==> src/hw/rtl/cdlq_pkg.sv <==
`timescale 1ns / 1ps

package cdlq_pkg;

    // Fixed field widths of the request and result transactions
    localparam int ELEM_W   = 6;
    localparam int QSEL_W   = 2;
    localparam int STATUS_W = 2;
    localparam int COUNT_W  = 7;

    // Default sizing of the element pool and queue set
    localparam int DEF_NUM_ELEMS  = 64;
    localparam int DEF_NUM_QUEUES = 4;

    // Request opcodes
    localparam logic CMD_APPEND = 1'b0;
    localparam logic CMD_REMOVE = 1'b1;

    // Result status codes
    typedef enum logic [STATUS_W-1:0] {
        ST_OK      = 2'd0,
        ST_ALREADY = 2'd1,
        ST_EMPTY   = 2'd2,
        ST_NOT_IN  = 2'd3
    } status_t;

    // Microprogram steps
    typedef enum logic [2:0] {
        S_IDLE      = 3'd0,
        S_DISP      = 3'd1,
        S_APP_FIRST = 3'd2,
        S_APP_LINK  = 3'd3,
        S_APP_TAIL  = 3'd4,
        S_REM_CHK   = 3'd5,
        S_REM_LAST  = 3'd6,
        S_REM_LINK  = 3'd7
    } step_t;

    // Next-step mode
    typedef enum logic [1:0] {
        NX_WAIT     = 2'd0,
        NX_SEQ      = 2'd1,
        NX_DISP_REQ = 2'd2,
        NX_DISP_REM = 2'd3
    } nx_mode_t;

    // Read address select for the predecessor link memory
    typedef enum logic [1:0] {
        RA_ELEM   = 2'd0,
        RA_HEAD   = 2'd1,
        RA_BY_CMD = 2'd2
    } prv_ra_t;

    // Successor link writes: target <= data
    typedef enum logic [2:0] {
        WN_NONE   = 3'd0,
        WN_E_SELF = 3'd1,   // nxt[e] <= e
        WN_E_HEAD = 3'd2,   // nxt[e] <= head
        WN_T_E    = 3'd3,   // nxt[tail] <= e
        WN_P_N    = 3'd4    // nxt[p] <= n
    } wr_nxt_t;

    // Predecessor link writes
    typedef enum logic [2:0] {
        WP_NONE   = 3'd0,
        WP_E_SELF = 3'd1,   // prv[e] <= e
        WP_E_T    = 3'd2,   // prv[e] <= tail read
        WP_H_E    = 3'd3,   // prv[head] <= e
        WP_N_P    = 3'd4    // prv[n] <= p
    } wr_prv_t;

    typedef enum logic [1:0] {
        MB_NONE  = 2'd0,
        MB_SET   = 2'd1,
        MB_CLEAR = 2'd2
    } mb_op_t;

    typedef enum logic [1:0] {
        LN_NONE = 2'd0,
        LN_INC  = 2'd1,
        LN_DEC  = 2'd2
    } ln_op_t;

    typedef enum logic [1:0] {
        HD_NONE      = 2'd0,
        HD_ELEM      = 2'd1,
        HD_NEXT_IF_E = 2'd2
    } hd_op_t;

    // One control word of the microprogram
    typedef struct packed {
        nx_mode_t nx;
        step_t    tgt;
        prv_ra_t  prv_ra;
        wr_nxt_t  wr_nxt;
        wr_prv_t  wr_prv;
        logic     wr_own;
        mb_op_t   mb_op;
        ln_op_t   ln_op;
        hd_op_t   hd_op;
        logic     save_t;
    } ctrl_t;

    localparam ctrl_t CW_NOP = '{
        nx:     NX_SEQ,
        tgt:    S_IDLE,
        prv_ra: RA_ELEM,
        wr_nxt: WN_NONE,
        wr_prv: WP_NONE,
        wr_own: 1'b0,
        mb_op:  MB_NONE,
        ln_op:  LN_NONE,
        hd_op:  HD_NONE,
        save_t: 1'b0
    };

    // Microprogram ROM
    function automatic ctrl_t ucode_rom(input step_t step);
        ctrl_t c;
        c = CW_NOP;
        unique case (step)
            S_IDLE:
            begin
                c.nx = NX_WAIT;
            end
            S_DISP:
            begin
                c.nx     = NX_DISP_REQ;
                c.prv_ra = RA_BY_CMD;
            end
            S_APP_FIRST:
            begin
                c.tgt    = S_IDLE;
                c.wr_nxt = WN_E_SELF;
                c.wr_prv = WP_E_SELF;
                c.wr_own = 1'b1;
                c.mb_op  = MB_SET;
                c.ln_op  = LN_INC;
                c.hd_op  = HD_ELEM;
            end
            S_APP_LINK:
            begin
                c.tgt    = S_APP_TAIL;
                c.wr_nxt = WN_E_HEAD;
                c.wr_prv = WP_E_T;
                c.wr_own = 1'b1;
                c.mb_op  = MB_SET;
                c.ln_op  = LN_INC;
                c.save_t = 1'b1;
            end
            S_APP_TAIL:
            begin
                c.tgt    = S_IDLE;
                c.wr_nxt = WN_T_E;
                c.wr_prv = WP_H_E;
            end
            S_REM_CHK:
            begin
                c.nx = NX_DISP_REM;
            end
            S_REM_LAST:
            begin
                c.tgt   = S_IDLE;
                c.mb_op = MB_CLEAR;
                c.ln_op = LN_DEC;
            end
            S_REM_LINK:
            begin
                c.tgt    = S_IDLE;
                c.wr_nxt = WN_P_N;
                c.wr_prv = WP_N_P;
                c.mb_op  = MB_CLEAR;
                c.ln_op  = LN_DEC;
                c.hd_op  = HD_NEXT_IF_E;
            end
            default:
            begin
                c = CW_NOP;
            end
        endcase
        return c;
    endfunction

endpackage

==> src/hw/rtl/cdlq_if.sv <==
`timescale 1ns / 1ps

// Request channel
interface cdlq_req_if import cdlq_pkg::*; ();
    logic              valid;
    logic              ready;
    logic              cmd;
    logic [QSEL_W-1:0] queue_sel;
    logic [ELEM_W-1:0] elem_id;

    modport source (output valid, cmd, queue_sel, elem_id, input ready);
    modport sink   (input valid, cmd, queue_sel, elem_id, output ready);
endinterface

// Result channel
interface cdlq_rsp_if import cdlq_pkg::*; ();
    logic                valid;
    logic                ready;
    logic [STATUS_W-1:0] status;
    logic [ELEM_W-1:0]   elem_out;
    logic [COUNT_W-1:0]  queue_count;
    logic [ELEM_W-1:0]   head_out;
    logic                queue_empty;

    modport source (output valid, status, elem_out, queue_count, head_out, queue_empty,
                    input ready);
    modport sink   (input valid, status, elem_out, queue_count, head_out, queue_empty,
                    output ready);
endinterface

==> src/hw/rtl/circular_doubly_linked_queue_core.sv <==
// From request accept to the result register the sequencer goes through S_DISP; a
// request refused at dispatch then returns to S_IDLE, an append to an empty queue
// passes S_APP_FIRST, a tail append S_APP_LINK and S_APP_TAIL; a remove passes
// S_REM_CHK, where the owner check may refuse it, then S_REM_LAST or S_REM_LINK.
// One request in the sequencer at a time; next accepted in the cycle its result loads.
// Reset empties all queues at once (lengths and member flags); links are not reset.
`timescale 1ns / 1ps

module circular_doubly_linked_queue_core import cdlq_pkg::*; #(
    parameter int NUM_ELEMS  = DEF_NUM_ELEMS,
    parameter int NUM_QUEUES = DEF_NUM_QUEUES
) (
    input  logic       clk,
    input  logic       rst_n,
    cdlq_req_if.sink   req,
    cdlq_rsp_if.source rsp
);

    localparam int EW = $clog2(NUM_ELEMS);
    localparam int QW = (NUM_QUEUES > 1) ? $clog2(NUM_QUEUES) : 1;
    localparam int CW = $clog2(NUM_ELEMS + 1);

    // Sequencer and request registers
    step_t             upc_reg, upc_next;
    status_t           status_reg, status_next;
    logic              cmd_reg;
    logic [QSEL_W-1:0] q_reg;
    logic [ELEM_W-1:0] e_reg;
    logic [EW-1:0]     t_reg;
    logic              res_pend_reg;

    // Queue and element state
    logic [EW-1:0] head_reg   [NUM_QUEUES];
    logic [CW-1:0] len_reg    [NUM_QUEUES];
    logic          member_reg [NUM_ELEMS];

    // Link and owner memories
    logic [EW-1:0] nxt_mem [NUM_ELEMS];
    logic [EW-1:0] prv_mem [NUM_ELEMS];
    logic [QW-1:0] own_mem [NUM_ELEMS];
    logic [EW-1:0] nxt_rd_reg;
    logic [EW-1:0] prv_rd_reg;
    logic [QW-1:0] own_rd_reg;

    // Result register
    logic                out_valid_reg;
    logic [STATUS_W-1:0] out_status_reg;
    logic [ELEM_W-1:0]   out_elem_reg;
    logic [COUNT_W-1:0]  out_count_reg;
    logic [ELEM_W-1:0]   out_head_reg;
    logic                out_empty_reg;

    ctrl_t         cw;
    logic [EW-1:0] e_idx;
    logic [QW-1:0] q_idx;
    logic          e_ok;
    logic          q_ok;
    logic [CW-1:0] len_q;
    logic [EW-1:0] head_q;
    logic          member_e;
    logic          out_free;
    logic          load_res;
    logic          accept;

    logic          nxt_we;
    logic [EW-1:0] nxt_waddr;
    logic [EW-1:0] nxt_wdata;
    logic          prv_we;
    logic [EW-1:0] prv_waddr;
    logic [EW-1:0] prv_wdata;
    logic [EW-1:0] prv_raddr;

    // Request decode
    assign cw       = ucode_rom(upc_reg);
    assign e_idx    = EW'(e_reg);
    assign q_idx    = QW'(q_reg);
    assign e_ok     = int'(e_reg) < NUM_ELEMS;
    assign q_ok     = int'(q_reg) < NUM_QUEUES;
    assign len_q    = q_ok ? len_reg[q_idx] : '0;
    assign head_q   = q_ok ? head_reg[q_idx] : '0;
    assign member_e = e_ok ? member_reg[e_idx] : 1'b0;

    // Handshakes
    assign out_free  = !out_valid_reg || rsp.ready;
    assign load_res  = (upc_reg == S_IDLE) && res_pend_reg && out_free;
    assign req.ready = (upc_reg == S_IDLE) && (!res_pend_reg || out_free);
    assign accept    = req.valid && req.ready;

    // Next step and status
    always_comb
    begin
        upc_next    = upc_reg;
        status_next = status_reg;
        unique case (cw.nx)
            NX_WAIT:
            begin
                if (accept)
                begin
                    upc_next = S_DISP;
                end
            end
            NX_SEQ:
            begin
                upc_next = cw.tgt;
            end
            NX_DISP_REQ:
            begin
                status_next = ST_OK;
                if (!q_ok)
                begin
                    status_next = ST_EMPTY;
                    upc_next    = S_IDLE;
                end
                else if (cmd_reg == CMD_APPEND)
                begin
                    priority if (!e_ok || member_e)
                    begin
                        status_next = ST_ALREADY;
                        upc_next    = S_IDLE;
                    end
                    else if (len_q == '0)
                    begin
                        upc_next = S_APP_FIRST;
                    end
                    else
                    begin
                        upc_next = S_APP_LINK;
                    end
                end
                else
                begin
                    priority if (len_q == '0)
                    begin
                        status_next = ST_EMPTY;
                        upc_next    = S_IDLE;
                    end
                    else if (!e_ok || !member_e)
                    begin
                        status_next = ST_NOT_IN;
                        upc_next    = S_IDLE;
                    end
                    else
                    begin
                        upc_next = S_REM_CHK;
                    end
                end
            end
            NX_DISP_REM:
            begin
                priority if (own_rd_reg != q_idx)
                begin
                    status_next = ST_NOT_IN;
                    upc_next    = S_IDLE;
                end
                else if (len_q == CW'(1))
                begin
                    upc_next = S_REM_LAST;
                end
                else
                begin
                    upc_next = S_REM_LINK;
                end
            end
            default:
            begin
                upc_next = S_IDLE;
            end
        endcase
    end

    // Datapath controls from the control word
    always_comb
    begin
        nxt_we    = 1'b0;
        nxt_waddr = e_idx;
        nxt_wdata = e_idx;
        unique case (cw.wr_nxt)
            WN_NONE:   nxt_we = 1'b0;
            WN_E_SELF:
            begin
                nxt_we = 1'b1;
            end
            WN_E_HEAD:
            begin
                nxt_we    = 1'b1;
                nxt_wdata = head_q;
            end
            WN_T_E:
            begin
                nxt_we    = 1'b1;
                nxt_waddr = t_reg;
            end
            WN_P_N:
            begin
                nxt_we    = 1'b1;
                nxt_waddr = prv_rd_reg;
                nxt_wdata = nxt_rd_reg;
            end
            default:   nxt_we = 1'b0;
        endcase

        prv_we    = 1'b0;
        prv_waddr = e_idx;
        prv_wdata = e_idx;
        unique case (cw.wr_prv)
            WP_NONE:   prv_we = 1'b0;
            WP_E_SELF:
            begin
                prv_we = 1'b1;
            end
            WP_E_T:
            begin
                prv_we    = 1'b1;
                prv_wdata = prv_rd_reg;
            end
            WP_H_E:
            begin
                prv_we    = 1'b1;
                prv_waddr = head_q;
            end
            WP_N_P:
            begin
                prv_we    = 1'b1;
                prv_waddr = nxt_rd_reg;
                prv_wdata = prv_rd_reg;
            end
            default:   prv_we = 1'b0;
        endcase

        unique case (cw.prv_ra)
            RA_ELEM:   prv_raddr = e_idx;
            RA_HEAD:   prv_raddr = head_q;
            RA_BY_CMD: prv_raddr = (cmd_reg == CMD_REMOVE) ? e_idx : head_q;
            default:   prv_raddr = e_idx;
        endcase
    end

    // Link and owner memories
    always_ff @(posedge clk)
    begin
        if (nxt_we)
        begin
            nxt_mem[nxt_waddr] <= nxt_wdata;
        end
        nxt_rd_reg <= nxt_mem[e_idx];
    end

    always_ff @(posedge clk)
    begin
        if (prv_we)
        begin
            prv_mem[prv_waddr] <= prv_wdata;
        end
        prv_rd_reg <= prv_mem[prv_raddr];
    end

    always_ff @(posedge clk)
    begin
        if (cw.wr_own)
        begin
            own_mem[e_idx] <= q_idx;
        end
        own_rd_reg <= own_mem[e_idx];
    end

    // Heads and saved tail
    always_ff @(posedge clk)
    begin
        if (cw.save_t)
        begin
            t_reg <= prv_rd_reg;
        end
        if (cw.hd_op == HD_ELEM)
        begin
            head_reg[q_idx] <= e_idx;
        end
        else if (cw.hd_op == HD_NEXT_IF_E && head_q == e_idx)
        begin
            head_reg[q_idx] <= nxt_rd_reg;
        end
    end

    // Lengths and member flags
    always_ff @(posedge clk or negedge rst_n)
    begin
        if (!rst_n)
        begin
            for (int i = 0; i < NUM_QUEUES; i++)
            begin
                len_reg[i] <= '0;
            end
            for (int i = 0; i < NUM_ELEMS; i++)
            begin
                member_reg[i] <= 1'b0;
            end
        end
        else
        begin
            if (cw.ln_op == LN_INC)
            begin
                len_reg[q_idx] <= len_q + CW'(1);
            end
            else if (cw.ln_op == LN_DEC)
            begin
                len_reg[q_idx] <= len_q - CW'(1);
            end
            if (cw.mb_op == MB_SET)
            begin
                member_reg[e_idx] <= 1'b1;
            end
            else if (cw.mb_op == MB_CLEAR)
            begin
                member_reg[e_idx] <= 1'b0;
            end
        end
    end

    // Step counter and pending result flag
    always_ff @(posedge clk or negedge rst_n)
    begin
        if (!rst_n)
        begin
            upc_reg      <= S_IDLE;
            res_pend_reg <= 1'b0;
        end
        else
        begin
            upc_reg <= upc_next;
            if (accept)
            begin
                res_pend_reg <= 1'b1;
            end
            else if (load_res)
            begin
                res_pend_reg <= 1'b0;
            end
        end
    end

    // Request capture and status
    always_ff @(posedge clk)
    begin
        status_reg <= status_next;
        if (accept)
        begin
            cmd_reg <= req.cmd;
            q_reg   <= req.queue_sel;
            e_reg   <= req.elem_id;
        end
    end

    // Result register
    always_ff @(posedge clk or negedge rst_n)
    begin
        if (!rst_n)
        begin
            out_valid_reg <= 1'b0;
        end
        else if (load_res)
        begin
            out_valid_reg <= 1'b1;
        end
        else if (rsp.ready)
        begin
            out_valid_reg <= 1'b0;
        end
    end

    always_ff @(posedge clk)
    begin
        if (load_res)
        begin
            out_status_reg <= status_reg;
            out_elem_reg   <= e_reg;
            out_count_reg  <= COUNT_W'(len_q);
            out_head_reg   <= (len_q != '0) ? ELEM_W'(head_q) : '0;
            out_empty_reg  <= (len_q == '0);
        end
    end

    assign rsp.valid       = out_valid_reg;
    assign rsp.status      = out_status_reg;
    assign rsp.elem_out    = out_elem_reg;
    assign rsp.queue_count = out_count_reg;
    assign rsp.head_out    = out_head_reg;
    assign rsp.queue_empty = out_empty_reg;

endmodule

==> src/flat_wrapper.sv <==
// flat-port wrapper written by rule: the top's interface ports become plain ports
module circular_doubly_linked_queue_core_flat import cdlq_pkg::*;
#(
    parameter int NUM_ELEMS  = DEF_NUM_ELEMS,
    parameter int NUM_QUEUES = DEF_NUM_QUEUES
)
  (clk, rst_n, req_valid, req_cmd, req_queue_sel, req_elem_id, req_ready, rsp_valid, rsp_status, rsp_elem_out, rsp_queue_count, rsp_head_out, rsp_queue_empty, rsp_ready);
  cdlq_req_if req_i ();
  cdlq_rsp_if rsp_i ();
  input  logic clk;
  input  logic rst_n;
  input wire logic [$bits(req_i.valid)-1:0] req_valid;
  input wire logic [$bits(req_i.cmd)-1:0] req_cmd;
  input wire logic [$bits(req_i.queue_sel)-1:0] req_queue_sel;
  input wire logic [$bits(req_i.elem_id)-1:0] req_elem_id;
  output wire logic [$bits(req_i.ready)-1:0] req_ready;
  output wire logic [$bits(rsp_i.valid)-1:0] rsp_valid;
  output wire logic [$bits(rsp_i.status)-1:0] rsp_status;
  output wire logic [$bits(rsp_i.elem_out)-1:0] rsp_elem_out;
  output wire logic [$bits(rsp_i.queue_count)-1:0] rsp_queue_count;
  output wire logic [$bits(rsp_i.head_out)-1:0] rsp_head_out;
  output wire logic [$bits(rsp_i.queue_empty)-1:0] rsp_queue_empty;
  input wire logic [$bits(rsp_i.ready)-1:0] rsp_ready;
  assign req_i.valid = req_valid;
  assign req_i.cmd = req_cmd;
  assign req_i.queue_sel = req_queue_sel;
  assign req_i.elem_id = req_elem_id;
  assign req_ready = req_i.ready;
  assign rsp_valid = rsp_i.valid;
  assign rsp_status = rsp_i.status;
  assign rsp_elem_out = rsp_i.elem_out;
  assign rsp_queue_count = rsp_i.queue_count;
  assign rsp_head_out = rsp_i.head_out;
  assign rsp_queue_empty = rsp_i.queue_empty;
  assign rsp_i.ready = rsp_ready;
  circular_doubly_linked_queue_core #(.NUM_ELEMS(NUM_ELEMS), .NUM_QUEUES(NUM_QUEUES)) u_core (.clk(clk), .rst_n(rst_n), .req(req_i), .rsp(rsp_i));
endmodule
==> config.mk <==
export PLATFORM = sky130hd
export DESIGN_NAME = circular_doubly_linked_queue_core_flat
export DESIGN_NICKNAME = d
export VERILOG_FILES = /design/src/hw/rtl/cdlq_pkg.sv /design/src/hw/rtl/cdlq_if.sv /design/src/hw/rtl/circular_doubly_linked_queue_core.sv /design/src/flat_wrapper.sv
export SDC_FILE = /design/constraint.sdc
export NUM_CORES = 1
export LEC_CHECK = 0
export BUFFER_PORTS_ARGS = -buffer_cell sky130_fd_sc_hd__buf_4
export CAP_MARGIN = 20
export CORE_UTILIZATION = 45
export DETAILED_ROUTE_END_ITERATION = 10
export PLACE_DENSITY = 0.7
export SLEW_MARGIN = 20
export SYNTH_ARGS = -nofsm -noshare
export SYNTH_HDL_FRONTEND = slang
export SYNTH_SLANG_ARGS = --single-unit
==> constraint.sdc <==
create_clock -name clk -period 6.4 [get_ports clk]
set_clock_uncertainty 0.2 [all_clocks]
set_input_delay 1.28 -clock clk [delete_from_list [all_inputs] [get_ports clk]]
set_output_delay 1.28 -clock clk [all_outputs]
set_load 0.01 [all_outputs]
==> flow_metrics.py <==
metrics = {
    "routing": {
        "ant_nets": 0,
        "firstDrtPassIters": 6,
        "vias_per_cell": 6.068,
        "drc": 0,
        "wirelength_um": 105400,
        "dr_total_vias": 26040,
        "avgRoutedWirePerCell_um": 24.57,
        "drt_iter0_drc": 3401,
    },
    "final_layout": {
        "design_area_um2": 47890,
        "drive_above_1_share_pct": 12.24,
        "final_util_pct": 51.08,
        "areaGrowthSynthToFinish_pct": 11.81,
        "antennaDiodeCount": 0,
        "fin_nets": 2966,
        "final_cell_mix": "edfxtp_1, nand2_1, nor2_1, a22oi_1, nand3_1",
        "top_regs": "u_core.nxt_mem (384), u_core.prv_mem (384), u_core.own_mem (128)",
        "layoutNonFillerInstCount": 4292,
        "final_common_cell": "edfxtp_1",
    },
    "critical_path": {
        "crit_slowest_cell": "dfrtp_1",
        "end_kind": "flop",
        "slowest_delay_ns": 0.99,
        "startpoint_type": "flop",
        "worstPathBufferInverterCount": 0,
        "crit_chain": "nand2_1 > o21ai_0 > nand2_1 > nor2_1",
        "cp_common_cell": "nand2_1",
        "worstPathRequired_ns": 6.51,
        "cp_data_arrival_time_ns": 4.33,
        "path_class": "reg -> reg",
        "crit_family": "simple AND/OR/NAND/NOR gates",
        "worstPathMaxFanout": 29,
    },
    "logic_synthesis": {
        "syn_inst": 2956,
        "synth_cell_types": 69,
        "synth_edf_count": 959,
        "synthAdderAreaFrac_pct": 0.1169,
        "synth_top_flop_cell": "edfxtp_1",
        "ys_seq_elements": 1072,
        "syn_nets": 2973,
        "synth_compound_area_share_pct": 9.088,
        "synth_simple_gate_area_share_pct": 9.865,
        "synthXorXnorAreaFrac_pct": 0.3067,
        "synth_top_family_by_area": "simple AND/OR/NAND/NOR gates",
        "netlist_area_um2": 42830,
        "yosysWarningCount": 0,
        "syn_avg_cell_area_um2": 14.49,
        "synth.area.mux_share_pct": 4.911,
        "async_flop_share_pct": 9.049,
        "seq_area_frac_synth_pct": 73.65,
    },
    "global_route": {
        "grt_max_degree": 124,
        "grt_antenna_before_repair": 1,
        "grt_pass1_wl_um": 158100,
        "grt_usage_pct": 21.46,
        "overflow": 0,
        "grt_pass1_vias": 24890,
    },
    "die": {
        "die_h_um": 310.5,
        "die_area_um2": 96420,
        "die_w_um": 310.5,
        "core_um2": 93750,
        "io-pin-count": 37,
        "start_util_pct": 45.69,
        "std_cell_rows": 112,
    },
    "clock_tree": {
        "clk_pin_slew_worst_paths_ns": 0.06,
        "cts_buffers": 102,
        "tritoncts": "built",
        "hold_buffers": 0,
        "cts_max_path_buffers": 3,
        "cts_max_level": 3,
        "clock_sinks": 1072,
        "insertion_delay_ns": 0.70,
        "cts_resized": 0,
        "cts_setup_buffers": 0,
        "clockRootBuffer": "clkbuf_16",
    },
    "worst_hold_path": {
        "holdCritPathClass": "reg -> reg",
    },
    "pwr": {
        "share_comb_of_total_power_pct": 23.9,
        "leakage_nw": 15.69,
        "seq_power_share_pct": 44.6,
        "power.internal_mw": 13.62,
        "p_sw_mw": 6.377,
        "switching_share_pct": 31.89,
        "clock_power_share_pct": 31.5,
        "finalPower_mw": 20.00,
        "vdd_ir_drop_max_v": 0.0002805,
        "power_density_nw_per_um2": 417.6,
    },
    "sta": {
        "hold_violations": 0,
        "fin_crit_ns": 4.219,
        "fin_ws_ns": 2.181,
        "tightest_slew_ns": 1.135,
        "relSlewSlack_pct": 24.05,
        "period_share_pct": 65.91,
        "fmax_ghz": 0.2370,
        "slew_violations": 0,
        "holdWs_ns": 0.2529,
        "setup_viol": 0,
        "rsz0062_at_grt": "no",
        "tns_ns": 0,
    },
    "placed_design": {
        "place_hpwl_um": 62650,
        "post-place-ws_ns": 2.254,
        "place_congestion": 0.8672,
        "port_buffers": 36,
        "place_area_um2": 44350,
        "post-place-cells": 4099,
    },
    "run_status": {
        "outcome": "complete, no violations",
    },
    "job": {
        "max-cap-violations": 0,
    },
}
-- final timing paths --
kind	startpoint	endpoint	slack, ns	depth (start not counted)
max in group asynchronous	rst_n	u_core.len_reg[24]$_DFFE_PN0P_	4.38	2
worst min register to register	u_core.status_reg[0]$_SDFFCE_PN1P_	u_core.rsp.status[0]$_DFFE_PP_	0.25	0
worst max-delay path	u_core.upc_reg[2]$_DFFE_PN0P_	u_core.nxt_mem[4][1]$_DFFE_PP_	2.18	4
worst max register to register	u_core.upc_reg[2]$_DFFE_PN0P_	u_core.nxt_mem[4][1]$_DFFE_PP_	2.18	4
min in group asynchronous	rst_n	async pin	0.32	1
worst min-delay path	u_core.status_reg[0]$_SDFFCE_PN1P_	u_core.rsp.status[0]$_DFFE_PP_	0.25	0
-- metal layers --
| layer | GRT usage [%] | vias to the layer above | share of wire (%) |
|---|---|---|---|
| li1 | - | 11350 | - |
| met1 | 30.96 | 13090 | 42 |
| met2 | 33.48 | 1405 | 47 |
| met4 | 6.413 | 2 | 2.5 |
| met3 | 3.531 | 197 | 8.8 |
| met5 | 0 | - | 0.011 |
-- worst register-to-register path, cell delays in order (launching register included) --
cell and delay, ns:
dfrtp_1 0.99, nand2_1 0.59, o21ai_0 0.76, nand2_1 0.68, nor2_1 0.62
-- cells in the mapped netlist (22+ instances only) --
cell,number,area [um2]
nand2_1,464,1742
a31oi_1,37,231.5
nand4_1,30,187.7
clkbuf_1,105,394.1
buf_2,48,240.2
a221oi_1,36,315.3
nand3_1,147,735.7
o21ai_0,44,220.2
dfrtp_1,97,2427
mux2_2,76,855.8
nor2_1,229,859.6
buf_1,25,93.84
a22oi_1,198,1486
a21oi_1,37,185.2
a22o_1,44,385.4
edfxtp_1,959,28800
mux2i_1,76,760.7
nor2b_1,22,137.6
o211ai_1,29,217.7
-- kinds of logic (layout without fill, tap and decap cells) --
group | after synthesis | count (layout)
AND/OR/NAND/NOR | 970 | 970
AO/OA/AOI/OAI | 524 | 524
XOR/XNOR | 15 | 15
multiplexers | 174 | 174
flip-flops | 1072 | 1072
adder cells (fa/ha/maj) | 4 | 4
buffers and inverters | 197 | 279
-- cell type report --
| cell class | instances | area [um2] |
|---|---|---|
| clock buffers | 136 | 2771 |
| well taps | 1254 | 1569 |
| multi-input cells | 1687 | 10570 |
| fillers | 7612 | 45860 |
| clock inverters | 57 | 767.0 |
| flip-flops and latches | 1072 | 31550 |
| repair buffers | 80 | 638.1 |
| inverters | 6 | 22.52 |
-- power by group through the flow --
stage               sequential [mW]  clock, mW  combinational [mW]
finish                         8.92       6.29                4.78
floorplan                      8.98          0                2.99
global route                   8.96       6.60                5.11
global placement               9.06          0                4.68
CTS                            8.92       6.35                4.74
detailed placement             9.06          0                4.73
Power figures use the tool's default switching activity.
